<file path="src/hdl/pvr_pkg.sv">
// Shared widths and types for the velocity PID regulator.
`timescale 1ns / 1ps

package pvr_pkg;

    localparam int VEL_W    = 24;  // measured and target velocity
    localparam int GAIN_W   = 24;  // unsigned gains and base throttle
    localparam int LIM_W    = 23;  // clamp limit and integral band
    localparam int PERIOD_W = 16;  // update period in ms
    localparam int TIME_W   = 32;  // millisecond time stamp
    localparam int ERR_W    = 25;  // target - velocity
    localparam int DIFF_W   = 26;  // error - previous error
    localparam int PROD_W   = 50;  // gain times difference, signed
    localparam int DRIVE_W  = 26;  // drive output

    // register index, byte address is 4*index
    typedef enum logic [2:0] {
        REG_PROP_GAIN  = 3'd0,
        REG_INTEG_GAIN = 3'd1,
        REG_DERIV_GAIN = 3'd2,
        REG_TARGET     = 3'd3,
        REG_BASE       = 3'd4,
        REG_LIMIT      = 3'd5,
        REG_BAND       = 3'd6,
        REG_PERIOD     = 3'd7
    } cfg_reg_t;

    typedef struct packed {
        logic busy;
        logic done;
    } div_stat_t;

endpackage

</file>
<file path="src/hdl/pvr_div.sv">
// Restoring divider, one quotient bit per cycle, truncating toward zero.
`timescale 1ns / 1ps

module pvr_div
    import pvr_pkg::*;
(
    input  logic                     aclk,
    input  logic                     aresetn,
    input  logic                     start,
    input  logic signed [PROD_W-1:0] dividend,
    input  logic [PERIOD_W-1:0]      divisor,
    output div_stat_t                stat,
    output logic signed [PROD_W-1:0] quotient
);

    localparam int CNT_W = $clog2(PROD_W);

    logic                     busy_reg;
    logic                     fix_reg;
    logic                     done_reg;
    logic                     neg_reg;
    logic [CNT_W-1:0]         cnt_reg;
    logic [PROD_W-1:0]        mag_reg;
    logic [PERIOD_W-1:0]      rem_reg;
    logic [PERIOD_W-1:0]      den_reg;
    logic signed [PROD_W-1:0] quot_reg;

    logic [PERIOD_W:0]        rem_sh;
    logic                     ge;
    logic [PERIOD_W:0]        rem_sub;

    assign rem_sh  = {rem_reg, mag_reg[PROD_W-1]};
    assign ge      = rem_sh >= {1'b0, den_reg};
    assign rem_sub = rem_sh - {1'b0, den_reg};

    assign stat.busy = busy_reg | fix_reg;
    assign stat.done = done_reg;
    assign quotient  = quot_reg;

    always_ff @(posedge aclk) begin
        if (!aresetn) begin
            busy_reg <= 1'b0;
            fix_reg  <= 1'b0;
            done_reg <= 1'b0;
        end else begin
            done_reg <= 1'b0;
            if (start) begin
                busy_reg <= 1'b1;
            end else if (busy_reg && cnt_reg == CNT_W'(PROD_W - 1)) begin
                busy_reg <= 1'b0;
                fix_reg  <= 1'b1;
            end else if (fix_reg) begin
                fix_reg  <= 1'b0;
                done_reg <= 1'b1;
            end
        end
    end

    always_ff @(posedge aclk) begin
        if (start) begin
            neg_reg <= dividend[PROD_W-1];
            mag_reg <= dividend[PROD_W-1] ? PROD_W'(-dividend) : PROD_W'(dividend);
            rem_reg <= '0;
            den_reg <= divisor;
            cnt_reg <= '0;
        end else if (busy_reg) begin
            rem_reg <= ge ? rem_sub[PERIOD_W-1:0] : rem_sh[PERIOD_W-1:0];
            mag_reg <= {mag_reg[PROD_W-2:0], ge};
            cnt_reg <= cnt_reg + 1'b1;
        end
        if (fix_reg) begin
            quot_reg <= neg_reg ? -$signed(mag_reg) : $signed(mag_reg);
        end
    end

endmodule

</file>
<file path="config.mk">
export PLATFORM = sky130hd
export DESIGN_NAME = pvr_div
export DESIGN_NICKNAME = d
export VERILOG_FILES = /design/src/hdl/pvr_pkg.sv /design/src/hdl/pvr_div.sv
export SDC_FILE = /design/constraint.sdc
export NUM_CORES = 1
export LEC_CHECK = 0
export ABC_AREA = 1
export BUFFER_PORTS_ARGS = -buffer_cell sky130_fd_sc_hd__buf_4
export CORE_ASPECT_RATIO = 1.4
export CORE_UTILIZATION = 64
export DETAILED_ROUTE_END_ITERATION = 6
export PLACE_DENSITY = 0.87
export SYNTH_ARGS = -nofsm -noshare
export SYNTH_HDL_FRONTEND = slang
export SYNTH_SLANG_ARGS = --single-unit
export TNS_END_PERCENT = 5
</file>
<file path="constraint.sdc">
create_clock -name aclk -period 3.7 [get_ports aclk]
set_input_delay 0.185 -clock aclk [delete_from_list [all_inputs] [get_ports aclk]]
set_output_delay 0.185 -clock aclk [all_outputs]
set_load 0.1 [all_outputs]
</file>
==> impl_results.md, run 1 <==
- CP Launch Type: register
- Max-cap viol count: 0
- Synth top cells by count: nand2_1 (436), nor2_1 (172), inv_1 (168), nand3_1 (121), edfxtp_1 (117)
- VDD IR max: 0.253 mV
- H-tree depth: 4
- Mapped Cells: 1,359
- Routed wire length: 28.7 mm
- Post-synthesis sequential area ratio: 41.2%
- Power Internal: 3.24 mW
- Initial core utilization: 65.2%
- Worst Setup End Kind: register
- Worst-skew pair later-pin latency: 430 ps
- Area of the mapped netlist: 9740 um^2
- Least-Margin Pin Slew: 1060 ps
- Antenna-violating nets left: 0
- Overflow after GRT: 0
- #FFs+latches synth: 142
- Longest Clk Path Bufs: 2
- Combinational share of power: 20.6%
- FF-to-FF Start: mag_reg[1]$_DFFE_PP_
- Total track usage: 37.8%
- Residual DRC count: 0
- Hold Crit Class: in -> reg
- Synth Flop Type: edfxtp_1
- Final Max Slew Viols: 0
- Port bufs: 120
- Vias in the first global route: 9,189
- Final setup viols: 0
- Skew final: 14.5 ps
- Die H: 148 um
- Unique masters post-synth: 46
- Post-synth top area share: 36.1%
- DIE AREA: 15,700 um^2
- CTS tree: yes
- Reported net switching power: 1.49 mW
- Status: finished, final reports clean
- Post-synth EDFFs: 117
- Crit path max-delay family: simple AND/OR/NAND/NOR gates
- Core Box Area: 14,900 um^2
- Sw frac: 31.5%
- Peak Freq: 405 MHz
- Critical Path AT: 2650 ps
- Post-detailed-route via-to-cell ratio: 5.64
- Number of gates resized after cts: 0
- Hold depth: 3
- Most used cell, CP: nand2_1
- Post-synth ARST share: 0%
- PwrDens: 410 nW/um^2
- R2R cell count: 10
- Detailed Route Iter0 Violations: 852
- Hold path endpoint: mag_reg[47]$_DFFE_PP_
- First drt pass iteration count: 5
- Antenna violations before repair: 1
- Final RePlAce weighted congestion: 0.997
- Mean routed wirelength per cell: 17.0 um
- P_leak: 5.27 nW
- Most frequent cell after synthesis: nand2_1
- Final net count: 1,578
- Crit path cell chain: inv_1, ha_1, nand4_1, nor2_1, nand2_1, nor2_1, nand2_1, nand2_1, nand2_1, xor2_1
- Layout cells sized above 1: 13.9%
- Final Hold Vio Count: 0
- Crit path max-delay cell type: edfxtp_1
- Post-Syn Nets: 1,449
- Rel. slew slack: 29.2%
- Syn_area_per_cell: 7.16 um^2
- Hold Startpoint: dividend[47]
- Final period utilization: 66.8%
- CTS buffer count: 17
- HPWL Detailed: 21.7 mm
- First-pass GRT wire length: 45.2 mm
- Largest net degree at the start of global routing: 56
- WP data required: 3880 ps
- Setup TNS Final: 0 ps
- Post-CTS Setup Bufs: 0
- Warnings, synthesis: 0
- Minimum clock period: 2470 ps
- IO Pins: 121
- CP bufs+invs: 1
- Die Wd: 106 um
- Critical path class: reg -> reg
- Reg-to-Reg End: quotient[24]$_DFFE_PP_
- Num rows: 53
- Hold_ws: 125 ps
- Clock share of power: 37.4%
- Yosys top cell by area: edfxtp_1
- RSZ-0062 raised after global routing: false
- Layout area overhead: 18.5%
- CTS sink count: 142
- Synth top area cells: edfxtp_1 (36%), nand2_1 (17%), nor2_1 (6.6%), inv_1 (6.5%), nand3_1 (6.2%)
- Worst path max stage delay: 400 ps
- Via Count: 9,541
- Power share of the sequential group: 42.0%
- Clock transition at path regs: 70 ps
- ANT cells: 0
- Worst Path Max Fanout: 7
- Root buffer cell: clkbuf_16
- R2R Setup Slk: 1230 ps
- Final Power: 4.73 mW
==> metrics by stage <==
step | instance area (um^2) | utilization [%] | worst slack (ps) | std cells
floorplan | 9740 | - | 1480 | 1359
global placement | 10800 | 72.1 | 1350 | 1644
detailed placement | 10800 | 72.1 | 1320 | 1644
CTS | 11500 | 77.3 | 1290 | 1693
global route | 11500 | 77.3 | 1100 | 1693
finish | 11500 | 77.3 | 1230 | 1693
==> placed cells by master (no fill, tap or decap), types with 3 or more instances in the layout <==
master	synthesis	final
nand2_1	436	436
nor2_1	172	172
inv_1	168	167
buf_4	2	127
nand3_1	121	121
edfxtp_1	117	117
o21ai_0	57	57
xor2_1	52	52
nand4_1	29	29
dfxtp_1	25	24
a21oi_1	21	21
ha_1	20	20
clkbuf_16	0	18
dlygate4sd3_1	0	17
nor3_1	16	16
nand2_2	13	13
nand3_2	10	10
nor2_2	9	9
nand3b_1	9	9
xnor2_1	8	8
inv_2	5	6
o21ai_1	6	6
inv_6	0	5
clkinv_1	3	3
o21ai_2	3	3
a31oi_1	3	3
inv_4	0	3
==> metal layers <==
layer  GRT usage, %  wire [um]
met5              0         13
met4           18.3       1270
met3           5.91       1730
met2           70.9      15400
met1           40.7      10400
==> worst min-delay path: stages <==
cell	delay, ps
buf_4	100
a21oi_1	40
o21ai_1	110
==> power groups by stage <==
stage | Clock [mW] | Combinational, mW | Sequential, mW
floorplan | 0 | 0.472 | 2.19
global placement | 0 | 0.919 | 2.01
detailed placement | 0 | 0.937 | 2.01
CTS | 1.76 | 0.962 | 1.98
global route | 1.83 | 1.06 | 2.00
finish | 1.77 | 0.977 | 1.99
==> how the worst max path moves through the flow <==
stage | start | end | cells past startpoint
4_1_cts | mag_reg[1]$_DFFE_PP_ | quotient[24]$_DFFE_PP_ | 10
2_1_floorplan | fix_reg$_SDFFE_PN0N_ | stat[1] | 1
3_3_place_gp | mag_reg[0]$_DFFE_PP_ | quotient[24]$_DFFE_PP_ | 10
6_report | mag_reg[1]$_DFFE_PP_ | quotient[24]$_DFFE_PP_ | 10
5_1_grt | mag_reg[1]$_DFFE_PP_ | quotient[24]$_DFFE_PP_ | 10
3_5_place_dp | mag_reg[1]$_DFFE_PP_ | quotient[24]$_DFFE_PP_ | 10
==> cell families after synthesis <==
kind of cell    synth area share [%]
fa+ha+maj                       2.78
simple gates                    36.4
flops                           41.2
buf+inv                         8.58
compound gates                  5.63
xor+xnor                        5.40
==> repair_timing <==
action                                  CTS  global route
hold endpoints to repair                 17             0
hold buffers                             17             0
endpoints found under the setup margin    0             0
==> cell type report <==
cell class / count / area, um^2
Clock buffer: 19 / 464
Clock inverter: 13 / 146
Fill cell: 1124 / 3380
Inverter: 176 / 661
Multi-Input combinational cell: 1007 / 4890
Sequential cell: 142 / 4020
Tap cell: 192 / 240
Timing Repair Buffer: 144 / 1120
Power figures use the tool's default switching activity.
==> run 2, diff against run 1 <==
--- a/config.mk
+++ b/config.mk
@@ -8,9 +8,9 @@
 export ABC_AREA = 1
 export BUFFER_PORTS_ARGS = -buffer_cell sky130_fd_sc_hd__buf_4
 export CORE_ASPECT_RATIO = 1.4
-export CORE_UTILIZATION = 64
+export CORE_UTILIZATION = 59
 export DETAILED_ROUTE_END_ITERATION = 6
-export PLACE_DENSITY = 0.87
+export PLACE_DENSITY = 0.81
 export SYNTH_ARGS = -nofsm -noshare
 export SYNTH_HDL_FRONTEND = slang
 export SYNTH_SLANG_ARGS = --single-unit
==> constraint.sdc (replaced) <==
create_clock -name aclk -period 2.3 [get_ports aclk]
set_input_delay 0.115 -clock aclk [delete_from_list [all_inputs] [get_ports aclk]]
set_output_delay 0.115 -clock aclk [all_outputs]
set_load 0.1 [all_outputs]
==> run 2 against run 1 <==
Net effect: clock power rose by 45%; sequential power is 60% higher; final cell count is 1.4% higher; via count is 2.5% lower; combinational power rose by 62%; utilization down 5.4 points; worst hold slack lost 110 ps; critical endpoint is now rem_reg[7]$_SDFFE_PP0P_; total power grew 55%.
==> impl_results.md, run 2 (synthesized netlist as in run 1, its figures left out) <==
- Largest net degree at the start of global routing: 52 (was 56)
- HPWL Detailed: 21.9 mm (was 21.7 mm)
- Die H: 154 um (was 148 um)
- Layout fillers: 1,381 (was 1,124)
- Rel. slew slack: 51.5% (was 29.2%)
- DIE AREA: 17,000 um^2 (was 15,700 um^2)
- Die Wd: 111 um (was 106 um)
- Layout cells sized above 1: 14.9% (was 13.9%)
- Hold path endpoint: den_reg[5]$_DFFE_PP_ (was mag_reg[47]$_DFFE_PP_)
- Antenna-violating nets left: 0 (unchanged)
- VDD IR max: 0.549 mV (was 0.253 mV)
- Final setup viols: 0 (unchanged)
- Commonest non-fill, non-tap cells in the layout: nand2_1 (436), nor2_1 (172), inv_1 (167), buf_4 (143), nand3_1 (121) (was nand2_1 (436), nor2_1 (172), inv_1 (167), buf_4 (127), nand3_1 (121))
- Overflow after GRT: 0 (unchanged)
- P_leak: 5.33 nW (was 5.27 nW)
- Initial core utilization: 60.2% (was 65.2%)
- Least-Margin Pin Slew: 719 ps (was 1060 ps)
- Reg-to-Reg End: rem_reg[7]$_SDFFE_PP0P_ (was quotient[24]$_DFFE_PP_)
- First drt pass iteration count: 5 (unchanged)
- Vias in the first global route: 8,898 (was 9,189)
- First-pass GRT wire length: 43.9 mm (was 45.2 mm)
- Skew final: 11.5 ps (was 14.5 ps)
- Commonest non-fill, non-tap cell in the layout: nand2_1 (unchanged)
- Finished Layout Cells: 1,717 (was 1,693)
- Crit path cell chain: inv_1, ha_1, a21oi_1, a21oi_1, nor2_2, nand2_4, inv_2, nand2_1, nand3_1, nand2_1 (was inv_1, ha_1, nand4_1, nor2_1, nand2_1, nor2_1, nand2_1, nand2_1, nand2_1, xor2_1)
- Clock transition at path regs: 70 ps (about the same)
- Inst Count DP: 1,668 (was 1,644)
- Core Box Area: 16,200 um^2 (was 14,900 um^2)
- Status: finished, final reports clean (unchanged)
- Residual DRC count: 0 (unchanged)
- Hold depth: 1 (was 3)
- CP Launch Type: register (unchanged)
- Final Max Slew Viols: 0 (unchanged)
- H-tree depth: 4 (unchanged)
- Via Count: 9,306 (was 9,541)
- R2R Setup Slk: 140 ps (was 1230 ps)
- FF-to-FF Start: den_reg[12]$_DFFE_PP_ (was mag_reg[1]$_DFFE_PP_)
- Longest Clk Path Bufs: 2 (unchanged)
- Critical Path AT: 2470 ps (was 2650 ps)
- Max-cap viol count: 0 (unchanged)
- Worst path max stage delay: 360 ps (was 400 ps)
- Final RePlAce weighted congestion: 0.953 (was 0.997)
- Crit path max-delay family: simple AND/OR/NAND/NOR gates (unchanged)
- WP data required: 2610 ps (was 3880 ps)
- Minimum clock period: 2160 ps (was 2470 ps)
- Post-CTS Setup Bufs: 0 (unchanged)
- Crit path max-delay cell type: edfxtp_1 (unchanged)
- Worst-skew pair later-pin latency: 420 ps (was 430 ps)
- Total track usage: 33.1% (was 37.8%)
- Seq. cell area: 4020 um^2 (unchanged)
- Final Util: 71.9% (was 77.3%)
- Final net count: 1,595 (was 1,578)
- ANT cells: 0 (unchanged)
- Detailed Route Iter0 Violations: 720 (was 852)
- Num rows: 55 (was 53)
- IO Pins: 121 (unchanged)
- Worst Setup End Kind: register (unchanged)
- Critical path class: reg -> reg (unchanged)
- CTS tree: yes (unchanged)
- Setup TNS Final: 0 ps (unchanged)
- Hold Startpoint: start (was dividend[47])
- Worst Path Max Fanout: 13 (was 7)
- PwrDens: 630 nW/um^2 (was 410 nW/um^2)
- Multi-input gate area: 4890 um^2 (about the same)
- Post-detailed-route via-to-cell ratio: 5.42 (was 5.64)
- R2R cell count: 10 (unchanged)
- Root buffer cell: clkbuf_16 (unchanged)
- Routed wire length: 27.6 mm (was 28.7 mm)
- Final Instance Area: 11,600 um^2 (was 11,500 um^2)
- Mean routed wirelength per cell: 16.1 um (was 17.0 um)
- Layout area overhead: 19.4% (was 18.5%)
- CTS buffer count: 17 (unchanged)
- Antenna violations before repair: 0 (was 1)
- RSZ-0062 raised after global routing: true (was false)
- CP bufs+invs: 2 (was 1)
- CTS sink count: 142 (unchanged)
- Peak Freq: 462 MHz (was 405 MHz)
- Hold Crit Class: in -> reg (unchanged)
- Final period utilization: 94.0% (was 66.8%)
- DP Area: 10,900 um^2 (was 10,800 um^2)
- Port bufs: 120 (unchanged)
- Final Hold Vio Count: 0 (unchanged)
- Final Power: 7.32 mW (was 4.73 mW)
==> run 2: changes by cell type in the layout (fill, tap and decap cells not counted) <==
cell / previous run / this run
ha_1: 20 / 19
buf_4: 127 / 143
clkinv_4: 0 / 3
ha_2: 0 / 1
clkbuf_1: 0 / 1
buf_12: 0 / 1
inv_6: 5 / 4
bufinv_16: 2 / 0
clkbuf_16: 18 / 17
==> run 2: stage by stage <==
stage	hold WS, ps	setup slack, ps
finish	11.9	138
CTS	12.8	115
floorplan	214	149
detailed placement	294	135
global placement	293	145
global route	8.13	-7.82
==> run 2: where the power goes <==
part	switching, mW	total (mW)	internal, mW
clock network	1.13	2.56	1.43
registers	0.147	3.19	3.04
logic	1.10	1.58	0.479
==> run 2: layout make-up <==
cell class | instances | share of cell area, %
clock inverters | 13 | 0.893
flip-flops and latches | 142 | 34.5
multi-input cells | 1007 | 42.1
inverters | 176 | 5.68
clock buffers | 19 | 3.81
well taps | 199 | 2.14
repair buffers | 161 | 10.9
==> run 2: worst register-to-register path, delay by kind of cell (launching register included) <==
family,cells,cell delay (ps)
simple gates,5,590
compound gates,2,470
flops,1,360
buf+inv,2,340
fa+ha+maj,1,300
==> run 2: worst max path at each step <==
stage               slack [ps]                  start                 endpoint  cells past startpoint
detailed placement         140   mag_reg[0]$_DFFE_PP_   quotient[40]$_DFFE_PP_                      9
global route                -8   den_reg[2]$_DFFE_PP_  rem_reg[0]$_SDFFE_PP0P_                     14
floorplan                  150   fix_reg$_SDFFE_PN0N_                  stat[1]                      1
global placement           150   mag_reg[0]$_DFFE_PP_   quotient[40]$_DFFE_PP_                      9
finish                     140  den_reg[12]$_DFFE_PP_  rem_reg[7]$_SDFFE_PP0P_                     10
CTS                        120   mag_reg[0]$_DFFE_PP_   quotient[40]$_DFFE_PP_                      9
==> run 2: metal layers <==
layer,vias to the layer above,GRT usage (%),wire (um)
met5,-,0,0
met4,0,16.0,1290
met3,73,3.47,1210
met2,320,62.6,14700
met1,4248,36.7,10400
li1,4665,-,-
==> run 2: repair_timing <==
| action | 4_1_cts | 5_1_grt |
|---|---|---|
| hold buffers | 17 | 0 |
| resized for setup | 0 | 1 |
| setup endpoints to repair | 0 | 4 |
| hold endpoints to repair | 19 | 0 |
==> run 3, diff against run 2 <==
--- a/config.mk
+++ b/config.mk
@@ -10,7 +10,8 @@
 export CORE_ASPECT_RATIO = 1.4
 export CORE_UTILIZATION = 59
 export DETAILED_ROUTE_END_ITERATION = 6
-export PLACE_DENSITY = 0.81
+export GPL_TIMING_DRIVEN = 1
+export PLACE_DENSITY_LB_ADDON = 0.08
 export SYNTH_ARGS = -nofsm -noshare
 export SYNTH_HDL_FRONTEND = slang
 export SYNTH_SLANG_ARGS = --single-unit
==> run 3 against run 2 <==
Net effect: largest cell class unchanged; register-to-register slack about the same; die area unchanged; non-clock buffer count unchanged; flip-flop and latch count unchanged; count of clock-buffer cells in the layout unchanged; critical path type unchanged; final area increased by 0.76%; clock power increased by 6%.
==> impl_results.md, run 3 (synthesized netlist as in run 1, its figures left out) <==
- Status: finished, final reports clean (unchanged)
- Final Power: 7.51 mW (was 7.32 mW)
- Root buffer cell: clkbuf_16 (unchanged)
- Sw frac: 32.1% (was 32.4%)
- Critical Path AT: 2330 ps (was 2470 ps)
- H-tree depth: 4 (unchanged)
- Post-CTS Setup Bufs: 0 (unchanged)
- Inst Count DP: 1,668 (unchanged)
- Hold Crit Class: in -> reg (unchanged)
- CTS tree: yes (unchanged)
- Worst Setup End Kind: register (unchanged)
- P_leak: 5.36 nW (was 5.33 nW)
- HPWL Detailed: 21.9 mm (about the same)
- Final Util: 72.4% (was 71.9%)
- Antenna violations before repair: 1 (was 0)
- Routed wire length: 28.2 mm (was 27.6 mm)
- R2R Setup Slk: 140 ps (about the same)
- Rel. slew slack: 48.6% (was 51.5%)
- Final period utilization: 93.9% (was 94.0%)
- Power share of the sequential group: 42.4% (was 43.5%)
- Minimum clock period: 2160 ps (about the same)
- Reg-to-Reg End: quotient[24]$_DFFE_PP_ (was rem_reg[7]$_SDFFE_PP0P_)
- Final net count: 1,595 (unchanged)
- Vias in the first global route: 9,011 (was 8,898)
- Final Hold Vio Count: 0 (unchanged)
- Commonest non-fill, non-tap cell in the layout: nand2_1 (unchanged)
- Finished Layout Cells: 1,718 (was 1,717)
- Core Box Area: 16,200 um^2 (unchanged)
- Setup TNS Final: 0 ps (unchanged)
- Layout area overhead: 20.3% (was 19.4%)
- IO Pins: 121 (unchanged)
- Hold path endpoint: mag_reg[8]$_DFFE_PP_ (was den_reg[5]$_DFFE_PP_)
- First-pass GRT wire length: 45.1 mm (was 43.9 mm)
- FF-to-FF Start: mag_reg[0]$_DFFE_PP_ (was den_reg[12]$_DFFE_PP_)
- CTS buffer count: 17 (unchanged)
- Worst-skew pair later-pin latency: 430 ps (was 420 ps)
- Initial core utilization: 60.2% (unchanged)
- Power Internal: 5.10 mW (was 4.95 mW)
- Num rows: 55 (unchanged)
- CP Launch Type: register (unchanged)
- R2R cell count: 10 (unchanged)
- Reported net switching power: 2.41 mW (was 2.37 mW)
- Via Count: 9,387 (was 9,306)
- Critical path class: reg -> reg (unchanged)
- Worst Path Max Fanout: 7 (was 13)
- Skew final: 13.5 ps (was 11.5 ps)
- Die Wd: 111 um (unchanged)
- Final setup viols: 0 (unchanged)
- Final Max Slew Viols: 0 (unchanged)
- Hold depth: 3 (was 1)
- Final RePlAce weighted congestion: 0.962 (was 0.953)
- Commonest non-fill, non-tap cells in the layout: nand2_1 (436), nor2_1 (171), inv_1 (167), buf_4 (141), nand3_1 (120) (was nand2_1 (436), nor2_1 (172), inv_1 (167), buf_4 (143), nand3_1 (121))
- Max-cap viol count: 0 (unchanged)
- Die H: 154 um (unchanged)
- Total track usage: 34.1% (was 33.1%)
- WP data required: 2470 ps (was 2610 ps)
- PwrDens: 641 nW/um^2 (was 630 nW/um^2)
- First drt pass iteration count: 5 (unchanged)
- Port bufs: 120 (unchanged)
- Residual DRC count: 0 (unchanged)
- VDD IR max: 0.571 mV (was 0.549 mV)
- Combinational share of power: 21.5% (about the same)
- Post-detailed-route via-to-cell ratio: 5.46 (was 5.42)
- Longest Clk Path Bufs: 2 (unchanged)
- Least-Margin Pin Slew: 764 ps (was 719 ps)
- Largest net degree at the start of global routing: 60 (was 52)
- Antenna-violating nets left: 0 (unchanged)
- Clock transition at path regs: 70 ps (about the same)
- Hold Startpoint: dividend[8] (was start)
- Mean routed wirelength per cell: 16.4 um (was 16.1 um)
- Peak Freq: 463 MHz (was 462 MHz)
- Detailed Route Iter0 Violations: 818 (was 720)
- DIE AREA: 17,000 um^2 (unchanged)
- Layout cells sized above 1: 15.1% (was 14.9%)
- Clock share of power: 36.1% (was 35.0%)
- Overflow after GRT: 0 (unchanged)
- CTS sink count: 142 (unchanged)
==> run 3: cell count changes in the layout (fill, tap and decap cells not counted), sizes merged <==
cell	before	now
clkinv	7	5
inv	181	183
clkinvlp	1	0
bufinv	0	1
diode	0	1
==> run 3: how the worst max path moves through the flow <==
stage,from,to,slack [ps],cells after the start
after global routing,mag_reg[0]$_DFFE_PP_,quotient[29]$_DFFE_PP_,-20,10
after detailed placement,mag_reg[0]$_DFFE_PP_,quotient[40]$_DFFE_PP_,-30,9
after CTS,mag_reg[4]$_DFFE_PP_,quotient[49]$_DFFE_PP_,20,10
after global placement,mag_reg[0]$_DFFE_PP_,quotient[40]$_DFFE_PP_,20,9
final,mag_reg[0]$_DFFE_PP_,quotient[24]$_DFFE_PP_,140,10
after floorplan,fix_reg$_SDFFE_PN0N_,stat[1],150,1
==> run 3: power groups by stage <==
stage | Sequential (mW) | Combinational, mW | Clock [mW]
final | 3.18 | 1.61 | 2.71
after global placement | 3.22 | 1.53 | 0
after detailed placement | 3.22 | 1.55 | 0
after floorplan | 3.52 | 0.759 | 0
after global routing | 3.20 | 1.75 | 2.83
after CTS | 3.17 | 1.59 | 2.72
==> run 3: per-stage QoR <==
| step | area (um^2) | setup WS [ps] | hold slack [ps] |
|---|---|---|---|
| after floorplan | 9740 | 149 | 214 |
| after global placement | 10900 | 19.4 | 293 |
| after detailed placement | 10900 | -28.7 | 295 |
| after CTS | 11700 | 23.3 | 62.9 |
| after global routing | 11700 | -15.3 | 86.2 |
| final | 11700 | 140 | 77.5 |
==> run 3: per-layer routing <==
layer / vias up / routed length (um) / global-route usage, %
met2: 334 / 15200 / 63.5
met5: - / 0 / 0
met3: 74 / 1040 / 4.34
met4: 0 / 1230 / 18.2
li1: 4667 / - / -
met1: 4312 / 10800 / 37.5
==> run 3: timing repair <==
action | CTS | global route
endpoints found under the hold margin | 19 | 0
endpoints found under the setup margin | 1 | 15
gates resized for setup | 1 | 6
hold buffers | 17 | 0
==> run 3: area by class of cell <==
class	instances	area, um^2
Clock buffer	19	453
Multi-Input combinational cell	1007	4920
Sequential cell	142	4020
Clock inverter	13	123
Timing Repair Buffer	161	1290
Tap cell	199	249
Antenna cell	1	2.50
Fill cell	1331	4460
Inverter	176	661
==> run 3: worst max-delay path, cell delays in order (launching register included) <==
cell and delay, ps:
edfxtp_1 390, inv_1 180, ha_4 220, nand4_1 140, nor2_1 240, nand2_1 140
nor2_1 200, nand2_1 80, nand2_1 100, nand2_1 70, xor2_1 140
